$ cat src/sv/nested_grid_cell_locator_macros.svh
// Assertion helpers for the nested grid cell locator.
`ifndef NESTED_GRID_CELL_LOCATOR_MACROS_SVH
`define NESTED_GRID_CELL_LOCATOR_MACROS_SVH
`ifndef SYNTHESIS
`define NGCL_ASSERT_CLK(name, clk, rstn, prop) \
  name: assert property (@(posedge clk) disable iff (!rstn) prop) \
    else $error("ngcl assertion failed");
`define NGCL_ASSERT(name, prop) `NGCL_ASSERT_CLK(name, clk_i, rst_ni, prop)
`else
`define NGCL_ASSERT_CLK(name, clk, rstn, prop)
`define NGCL_ASSERT(name, prop)
`endif
`endif

$ cat src/sv/ngcl_pkg.sv
package ngcl_pkg;

  localparam int MaxGrids  = 16;
  localparam int MaxCells  = 16;
  localparam int MaxLevels = 8;
  localparam int Axes      = 3;
  localparam int Slots     = MaxCells + 1;
  localparam int TolW      = 16;
  localparam int BndDepth  = MaxGrids * Axes * Slots;
  localparam int BndAw     = $clog2(BndDepth);
  localparam int ShpDepth  = MaxGrids * Axes;
  localparam int ShpAw     = $clog2(ShpDepth);
  localparam int LnkDepth  = MaxGrids * MaxCells * MaxCells * MaxCells;
  localparam int LnkAw     = $clog2(LnkDepth);
  localparam int NumW      = 33;
  localparam int DenW      = 31;

  typedef enum logic [1:0] {
    REQ_BOUNDARY = 2'd0,
    REQ_LINK     = 2'd1,
    REQ_SHAPE    = 2'd2,
    REQ_LOCATE   = 2'd3
  } req_e;

  typedef enum logic [3:0] {
    S_IDLE, S_SHAPE, S_SHAPE_W, S_DIV, S_RDLO, S_RDHI, S_RDHI_W, S_EVAL,
    S_MUL, S_TOL, S_AXEND, S_LINK, S_LINK_W, S_FAIL, S_EMIT
  } state_e;

  typedef struct packed {
    logic [1:0]         req_type;
    logic [3:0]         grid_sel;
    logic [1:0]         axis_sel;
    logic [4:0]         slot;
    logic [3:0]         cell_x;
    logic [3:0]         cell_y;
    logic [3:0]         cell_z;
    logic signed [31:0] load_value;
    logic signed [31:0] pos_x;
    logic signed [31:0] pos_y;
    logic signed [31:0] pos_z;
    logic [2:0]         dir_positive;
  } in_item_t;

  typedef struct packed {
    logic [2:0] level;
    logic [3:0] grid_num;
    logic [3:0] index_x;
    logic [3:0] index_y;
    logic [3:0] index_z;
    logic       out_of_cell;
    logic       last;
  } out_item_t;

  typedef struct packed {
    logic signed [31:0] cube;
    logic [4:0]         cnt;
  } shape_t;

  function automatic logic [ShpAw-1:0] shp_addr(logic [3:0] g, logic [1:0] a);
    return ShpAw'(int'(g) * Axes + int'(a));
  endfunction

  function automatic logic [BndAw-1:0] bnd_addr(logic [3:0] g, logic [1:0] a,
                                                logic [4:0] s);
    return BndAw'((int'(g) * Axes + int'(a)) * Slots + int'(s));
  endfunction

endpackage

$ cat src/sv/ngcl_div.sv
module ngcl_div (
  input  logic                          clk_i,
  input  logic                          rst_ni,
  input  logic                          start_i,
  input  logic [ngcl_pkg::NumW-1:0]     num_i,
  input  logic [ngcl_pkg::DenW-1:0]     den_i,
  output logic                          done_o,
  output logic [ngcl_pkg::NumW-1:0]     quot_o
);

  logic                         busy_q, busy_d, done_q, done_d;
  logic [5:0]                   cnt_q, cnt_d;
  logic [ngcl_pkg::DenW-1:0]    rem_q, rem_d, den_q, den_d;
  logic [ngcl_pkg::NumW-1:0]    quo_q, quo_d;
  logic [ngcl_pkg::DenW:0]      trial;
  logic                         fits;

  // one quotient bit per cycle, restoring
  assign trial = {rem_q, quo_q[ngcl_pkg::NumW-1]};
  assign fits  = trial >= {1'b0, den_q};

  always_comb begin
    busy_d = busy_q;
    done_d = 1'b0;
    cnt_d  = cnt_q;
    rem_d  = rem_q;
    quo_d  = quo_q;
    den_d  = den_q;
    if (start_i) begin
      busy_d = 1'b1;
      cnt_d  = '0;
      rem_d  = '0;
      quo_d  = num_i;
      den_d  = den_i;
    end else if (busy_q) begin
      rem_d = fits ? ngcl_pkg::DenW'(trial - {1'b0, den_q})
                   : ngcl_pkg::DenW'(trial);
      quo_d = {quo_q[ngcl_pkg::NumW-2:0], fits};
      cnt_d = cnt_q + 6'd1;
      if (cnt_q == 6'(ngcl_pkg::NumW - 1)) begin
        busy_d = 1'b0;
        done_d = 1'b1;
      end
    end
  end

  always_ff @(posedge clk_i or negedge rst_ni) begin
    if (!rst_ni) begin
      busy_q <= 1'b0;
      done_q <= 1'b0;
      cnt_q  <= '0;
    end else begin
      busy_q <= busy_d;
      done_q <= done_d;
      cnt_q  <= cnt_d;
    end
  end

  always_ff @(posedge clk_i) begin
    rem_q <= rem_d;
    quo_q <= quo_d;
    den_q <= den_d;
  end

  assign done_o = done_q;
  assign quot_o = quo_q;

endmodule

$ cat config.mk
export PLATFORM = sky130hd
export DESIGN_NAME = ngcl_div
export DESIGN_NICKNAME = d
export VERILOG_FILES = /design/src/sv/nested_grid_cell_locator_macros.svh /design/src/sv/ngcl_pkg.sv /design/src/sv/ngcl_div.sv
export SDC_FILE = /design/constraint.sdc
export NUM_CORES = 1
export LEC_CHECK = 0
export BUFFER_PORTS_ARGS = -buffer_cell sky130_fd_sc_hd__buf_2
export CAP_MARGIN = 30
export CORE_UTILIZATION = 45
export DETAILED_ROUTE_END_ITERATION = 7
export PLACE_DENSITY = 0.66
export SLEW_MARGIN = 25
export SYNTH_ARGS = -nofsm -noshare
export SYNTH_HDL_FRONTEND = slang
export SYNTH_SLANG_ARGS = --single-unit
$ cat constraint.sdc
create_clock -name clk_i -period 5.95 [get_ports clk_i]
set_input_delay 1.785 -clock clk_i [delete_from_list [all_inputs] [get_ports clk_i]]
set_output_delay 1.785 -clock clk_i [all_outputs]
set_load 0.03 [all_outputs]
==> After elaboration in Yosys (flattened, before gate mapping) <==
Cells that the tools add are included.
{ "word_totals": {"register_bits": 103, "in_bits": 67, "out_inout_bits": 34, "word_cells": 22} }
{ "op_classes": {"n_addsub": 2, "order_cmp": 1, "n_eq_ne": 1, "mux": 11, "reduce_logical": 1} }
{ "ops": {"columns": ["op", "count"], "rows": [
  ["two-way mux 33 bit", 2],
  [">= comparator 32 x 31 -> 1 bit", 1],
  ["two-way mux 31 bit", 1],
  ["subtractor 31 bit", 1],
  ["two-way mux 6 bit", 2],
  ["adder 6 x 1 -> 6 bit (second input constant)", 1],
  ["== test 6 bit (second input constant)", 1],
  ["two-way mux 1 bit", 6],
  ["nonzero test 2 bit", 1]
]} }

==> Depth between registers and ports, before layout <==
Gate-level depths: netlist of the first run.
{ "depth": {"depth_word": 4, "depth_mapped": 12} }

==> Least setup slack after synthesis of the first run <==
Ideal clock, no wire load.
{ "synth_path": {"path_kind": "input-to-reg", "start": "input port start_i", "end": "register quo_q (netlist bit quot_o[0]) (enable)", "setup_ns": 0.388, "arrival_time_ns": 3.155, "required_ns": 5.562, "path_slack_ns": 2.407, "stages": 4, "path_cell_list": "clkbuf_1 clkbuf_1 nor2_1 inv_1"} }
{ "synth_between": {"elab_chain_len": 1} }
{ "synth_lines": {"columns": ["element", "line_no", "rtl"], "rows": [
  ["from (decl)", "ngcl_div.sv:4", "input logic start_i,"],
  ["nonzero test 2 bit (no line)", null, null],
  ["to (signal assigned)", "ngcl_div.sv:61", "quo_q <= quo_d;"],
  ["to (decl)", "ngcl_div.sv:14", "logic [ngcl_pkg::NumW-1:0] quo_q, quo_d;"]
]} }
No other way between the ends.
A chain may end at the register's enable or synchronous reset.

==> Worst setup path in the final report of the first run <==
{ "layout_path": {"start": "register quo_q (netlist bit quot_o[32])", "end": "register rem_q[29] in the netlist's numbering"} }
{ "layout_between": {"elab_chain_len": 2, "elab_cells_between_ends": 3} }
{ "layout_lines": {"columns": ["element", "line_no", "rtl"], "rows": [
  ["subtractor 31 bit or >= comparator 32 x 31 -> 1 bit (tied branches)", "ngcl_div.sv:36, ngcl_div.sv:20", null],
  ["two-way mux 31 bit *", "ngcl_div.sv:36", "rem_d = fits ? ngcl_pkg::DenW'(trial - {1'b0, den_q})"],
  ["to (signal assigned)", "ngcl_div.sv:60", "rem_q <= rem_d;"],
  ["to (decl)", "ngcl_div.sv:13", "logic [ngcl_pkg::DenW-1:0] rem_q, rem_d, den_q, den_d;"]
]} }
Every way passes the cells marked *; elsewhere a longest branch is shown, timed or not.

==> flow_metrics.tcl, run 1 <==
set metrics [dict create \
    status "finished, final reports clean" \
    max_stage_delay_ns 0.67 \
    maxCapViolCount 0 \
    setup_violations 0 \
    skew_ns 0.008902 \
    r2r-end "rem_q[29]" \
    fin_crit_ns 3.602 \
    slew_headroom_pct 43.56 \
    ctsHoldBuffers 0 \
    yosys_warnings 0 \
    utilization_pct 54.26 \
    synth_seq_area_share_pct 45.84 \
    die_w_um 117.3 \
    routed_wirelength_um 13630 \
    cp_max_fo 19 \
    io_buffers 100 \
    antenna_found_initial 0 \
    ant_nets 0 \
    path_cells "inv_1 > ha_1 > fa_1 > nand2b_1 > a211oi_1 > o21ai_1 > and4b_1 > o21a_1 > nor2_1 > buf_4 > mux2i_1 > a311oi_1" \
    critPathLaunch "quot_o[32]" \
    tns_ns 0 \
    gp_congestion 0.9019 \
    hold_viol_final 0 \
    drive_gt1_share_pct 23.14 \
    peakVddDrop_v 0.0001584 \
    rsz0062_at_grt "no" \
    power_density_nw_per_um2 245.5 \
    async_flop_share_pct 7.767 \
    postCtsResizedCells 0 \
    fmax_mhz 277.6 \
    grt_overflow 0 \
    fin_crit_sh_pct 60.54 \
    layout.nets 796 \
    critPathRequiredTime_ns 6.16 \
    drt_first_iter_violations 383 \
    seqCellArea_um2 2743 \
    wl_per_cell_um 15.63 \
    tritoncts "done" \
    drv_slew 0 \
    start_util_pct 46.84 \
    endpoint_kind "flip-flop" \
    critical_path.top_delay_family "simple AND/OR/NAND/NOR gates" \
    synthToLayoutAreaGrowth_pct 15.83 \
    multi_input_area_um2 2943 \
    crit_end "rem_q[29]" \
    clockBufferDepth 2 \
    synth_top_area_cell "edfxtp_1" \
    grt_pass1_vias 4797 \
    clkSinkCount 103 \
    drc 0 \
    worstMarginPinSlew_ns 0.8435 \
    path_class "reg2reg" \
    antennaDiodeCount 0 \
    rrSetupSlack_ns 2.35 \
    p_total_uw 1701 \
    yosys.area.top_type_share_pct 32.12 \
    ys_ff_latch 103 \
    cts_setup_buffers 0 \
    fp.dieArea_um2 13760 \
    synth.net_count 709 \
    num_io_pins 101 \
    clk_pin_slew_ns 0.07 \
    syn_inst 608 \
    avgSynthCellArea_um2 9.841 \
    rows 41 \
    cts_buffers 9 \
    cp.buffers_inverters 2 \
    cp_slowest_cell "nor2_1" \
    dpl.hpwl_um 9858 \
    grt_first_pass_wirelength_um 22870 \
    fillers 1162 \
    cp.depth 12 \
    reg2regPathDepth 12 \
    via_per_inst 5.620 \
    grtUsageTotal_pct 20.47 \
    clk_latency_ns 0.36 \
    core_area_um2 12770 \
    drt_pass1_iterations 4 \
    r2r_start "quot_o[32]" \
    grt_max_degree 61 \
    min_path_type "reg2reg" \
    syn_area_um2 5983 \
    htree_levels 3 \
    leakagePower_uw 0.002995 \
    synth_edf_count 64 \
    cp-start-kind "flip-flop" \
    synth_area_leaders "edfxtp_1 32%, dfxtp_1 10%, ha_1 6.9%" \
    num_vias 4901 \
    ctsRootBufferMaster "clkbuf_16" \
    synthFlopType "edfxtp_1" \
    synth.distinct_cells 63 \
    worstPathArrival_ns 3.81 \
    fp.dieH_um 117.3 \
]
-- power breakdown --
part,switching (uW),internal [uW]
combinational,146,92.9
clock,296,340
sequential,19.7,807
total,461,1240
-- per-layer routing --
layer	wire [um]	GRT usage, %	vias to the layer above	share of wire (%)
li1	-	-	2410	-
met1	6231	26.21	2378	46
met2	6762	34.69	99	50
met3	460	3.940	14	3.4
met4	178	6.494	0	1.3
met5	0	0	-	0
-- through the flow --
stage | hold WS (ns) | area (um^2) | worst slack, ns | std cells
floorplan | 0.4449 | 5983 | 2.407 | 608
global placement | 0.4811 | 6606 | 2.395 | 856
detailed placement | 0.4820 | 6606 | 2.342 | 856
CTS | 0.4999 | 6930 | 2.366 | 872
global route | 0.5216 | 6930 | 2.023 | 872
finish | 0.4991 | 6930 | 2.348 | 872
-- cells in the mapped netlist, drive strengths merged (3+ instances only) --
cell type,instances
a21oi,34
o21ai,28
or3,5
nand3,13
o21a,11
a211oi,4
nor3,6
a21boi,3
mux2,32
and3,9
o21bai,4
inv,46
xor2,9
ha,33
edfxtp,64
a311oi,20
dfxtp,31
nand4,11
xnor2,10
mux2i,7
nand2b,7
o211ai,6
nor2b,4
nor2,55
clkbuf,22
dfrtp,8
o31ai,5
a31oi,8
buf,6
a21o,9
nand2,66
-- cells by family after synthesis --
kind of cell | count (synthesis) | synth area share [%]
AOI/OAI and AO/OA | 152 | 17.61
xor gates and xnor gates | 19 | 2.781
adders and majority gates | 34 | 7.236
buffers and inverters | 74 | 4.977
DFF | 103 | 45.84
muxes | 39 | 7.194
and+or+nand+nor | 187 | 14.37
-- sequential cells by signal (all words and copies together), names as in the netlist --
register  cells
busy_q        1
quot_o       33
rem_q        31
done_o        1
den_q        31
cnt_q         6
-- final cells by class --
type	count	area share, %
clock inverter	7	1.426
inverter	46	2.491
tap	172	3.105
timing repair buffer	104	7.691
clock buffer	9	3.250
sequential	103	39.57
multi-input combinational	431	42.46
-- how the worst min path moves through the flow --
| stage | startpoint | endpoint | cells past startpoint |
|---|---|---|---|
| 3_3_place_gp | rem_q[3] | rem_q[4] | 2 |
| 6_report | rem_q[1] | rem_q[1] | 2 |
| 2_1_floorplan | rem_q[22] | rem_q[22] | 2 |
| 4_1_cts | rem_q[1] | rem_q[1] | 2 |
| 5_1_grt | rem_q[1] | rem_q[1] | 2 |
| 3_5_place_dp | rem_q[22] | rem_q[22] | 2 |
-- cell usage in the layout (no fill, tap or decap), drive strengths merged, types with 3 or more instances in the layout --
cell type,Yosys,final
a21oi,34,34
buf,6,104
a21boi,3,3
a21o,9,9
inv,46,49
o21ai,28,28
o21a,11,11
o21bai,4,4
clkinv,0,3
ha,33,33
o211ai,6,6
dfrtp,8,8
or3,5,5
and3,9,9
edfxtp,64,64
xor2,9,9
mux2i,7,7
nor2b,4,4
xnor2,10,10
nand2b,7,7
o31ai,5,5
a311oi,20,20
dfxtp,31,31
nand4,11,11
nand2,66,66
mux2,32,32
nor3,6,6
nand3,13,13
a31oi,8,8
clkbuf,22,9
nor2,55,55
a211oi,4,4
-- worst register-to-register path, cell delays in order (launching register included) --
cell and delay (ns):
edfxtp_1 0.37, inv_1 0.05, ha_1 0.21, fa_1 0.39
nand2b_1 0.21, a211oi_1 0.22, o21ai_1 0.12, and4b_1 0.23
o21a_1 0.23, nor2_1 0.67, buf_4 0.39, mux2i_1 0.26
a311oi_1 0.11
No activity file was read; power rests on OpenSTA's default activity.
==> run 2: changes to the inputs <==
- PLACE_DENSITY: 0.66 -> 0.69
- clock period: 5.95 -> 3 ns (I/O delays scaled with it)
==> flow_metrics.tcl, run 2 (synthesis gave the netlist of run 1 again) <==
set metrics [dict create \
    grtUsageTotal_pct 20.68 \
    ctsHoldBuffers 0 \
    max_stage_delay_ns 0.39 \
    io_buffers 100 \
    postCtsResizedCells 0 \
    rows 41 \
    antenna_found_initial 1 \
    clk_latency_ns 0.36 \
    fmax_mhz 350.5 \
    grt_overflow 0 \
    fin_ws_ns 0.1470 \
    ctsRootBufferMaster "clkbuf_16" \
    htree_levels 3 \
    clk_pin_slew_ns 0.08 \
    cp_max_fo 10 \
    cp-start-kind "flip-flop" \
    p_total_uw 3298 \
    grt_first_pass_wirelength_um 22790 \
    routed_wirelength_um 13880 \
    layout_commonest_cell "buf_2" \
    largest_reg_flops 33 \
    leakagePower_uw 0.003060 \
    fp.dieArea_um2 13760 \
    peakVddDrop_v 0.0002791 \
    clockBufferDepth 2 \
    cp.buffers_inverters 2 \
    layout.nets 807 \
    start_util_pct 46.84 \
    seqCellArea_um2 2743 \
    reg2regPathDepth 12 \
    cts_buffers 9 \
    drt_pass1_iterations 4 \
    fin_crit_sh_pct 95.10 \
    slew_headroom_pct 63.90 \
    num_io_pins 101 \
    antennaDiodeCount 0 \
    grt_pass1_vias 4917 \
    path_class "reg2reg" \
    hold_viol_final 0 \
    cts_setup_buffers 0 \
    grt_max_degree 49 \
    drt_first_iter_violations 267 \
    via_per_inst 5.571 \
    drc 0 \
    status "finished, final reports clean" \
    min_path_type "in2async" \
    endpoint_kind "flip-flop" \
    wl_per_cell_um 15.72 \
    fin_crit_ns 2.853 \
    ant_nets 0 \
    num_vias 4919 \
    gp_congestion 0.8770 \
    clkSinkCount 103 \
    drv_slew 0 \
    path_cells "inv_1 > ha_1 > fa_1 > nand2b_1 > a211oi_1 > o21ai_1 > and4b_1 > o21a_1 > nor2_4 > buf_6 > nand2_1 > a311oi_1" \
    core_area_um2 12770 \
    worstPathArrival_ns 3.11 \
    die_w_um 117.3 \
    dp_worst_setup_slack_ns 0.08212 \
    fp.dieH_um 117.3 \
    multi_input_area_um2 2983 \
    power_density_nw_per_um2 469.0 \
    rsz0062_at_grt "yes" \
    critPathRequiredTime_ns 3.26 \
    cp_slowest_cell "fa_1" \
    drive_gt1_share_pct 25.18 \
    worstMarginPinSlew_ns 0.5370 \
    maxCapViolCount 0 \
    cp.depth 12 \
    dpl.hpwl_um 10180 \
    skew_ns 0.009090 \
    fillers 1134 \
    critical_path.top_delay_family "compound AO/OA/AOI/OAI gates" \
    utilization_pct 55.05 \
    setup_violations 0 \
    layout_common_cells "99 x buf_2, 65 x nand2_1, 64 x edfxtp_1" \
    synthToLayoutAreaGrowth_pct 17.52 \
    tritoncts "done" \
]
## run 2: worst paths after layout
path / startpoint / end / slack [ns]
max: quot_o[32] / rem_q[20] / 0.15
min: rst_ni / cnt_q[3] / 0.37
max reg2reg: quot_o[32] / rem_q[20] / 0.15
min reg2reg: rem_q[22] / rem_q[22] / 0.48
max in group asynchronous: rst_ni / cnt_q[1] / 2.46
min in group clk_i: rem_q[22] / rem_q[22] / 0.48
## run 2: where the power goes
| group | internal (uW) | switching [uW] |
|---|---|---|
| Sequential | 1600 | 38.1 |
| Combinational | 189 | 294 |
| Clock | 590 | 587 |
| Total | 2380 | 919 |
## run 2: per-stage QoR
| step | TNS, ns | instances | hold WS (ns) | cell area, um^2 |
|---|---|---|---|---|
| floorplan | 0 | 608 | 0.4449 | 5983 |
| global placement | 0 | 866 | 0.4644 | 6681 |
| detailed placement | 0 | 866 | 0.4693 | 6681 |
| CTS | 0 | 882 | 0.3563 | 6977 |
| global route | -0.1751 | 883 | 0.3654 | 7032 |
| finish | 0 | 883 | 0.3658 | 7032 |
## run 2: metal layers
layer	routed length [um]	up-vias	global-route usage (%)
met5	13	-	0
met4	207	2	6.981
met3	791	22	6.226
met2	6835	150	34.76
met1	6036	2321	25.09
li1	-	2424	-
## run 2: area by class of cell
| type | count | share of cell area, % |
|---|---|---|
| Tap cell | 172 | 3.060 |
| Clock buffer | 9 | 3.203 |
| Multi-Input combinational cell | 431 | 42.42 |
| Sequential cell | 103 | 39.00 |
| Timing Repair Buffer | 115 | 8.861 |
| Inverter | 46 | 2.456 |
| Clock inverter | 7 | 0.9964 |
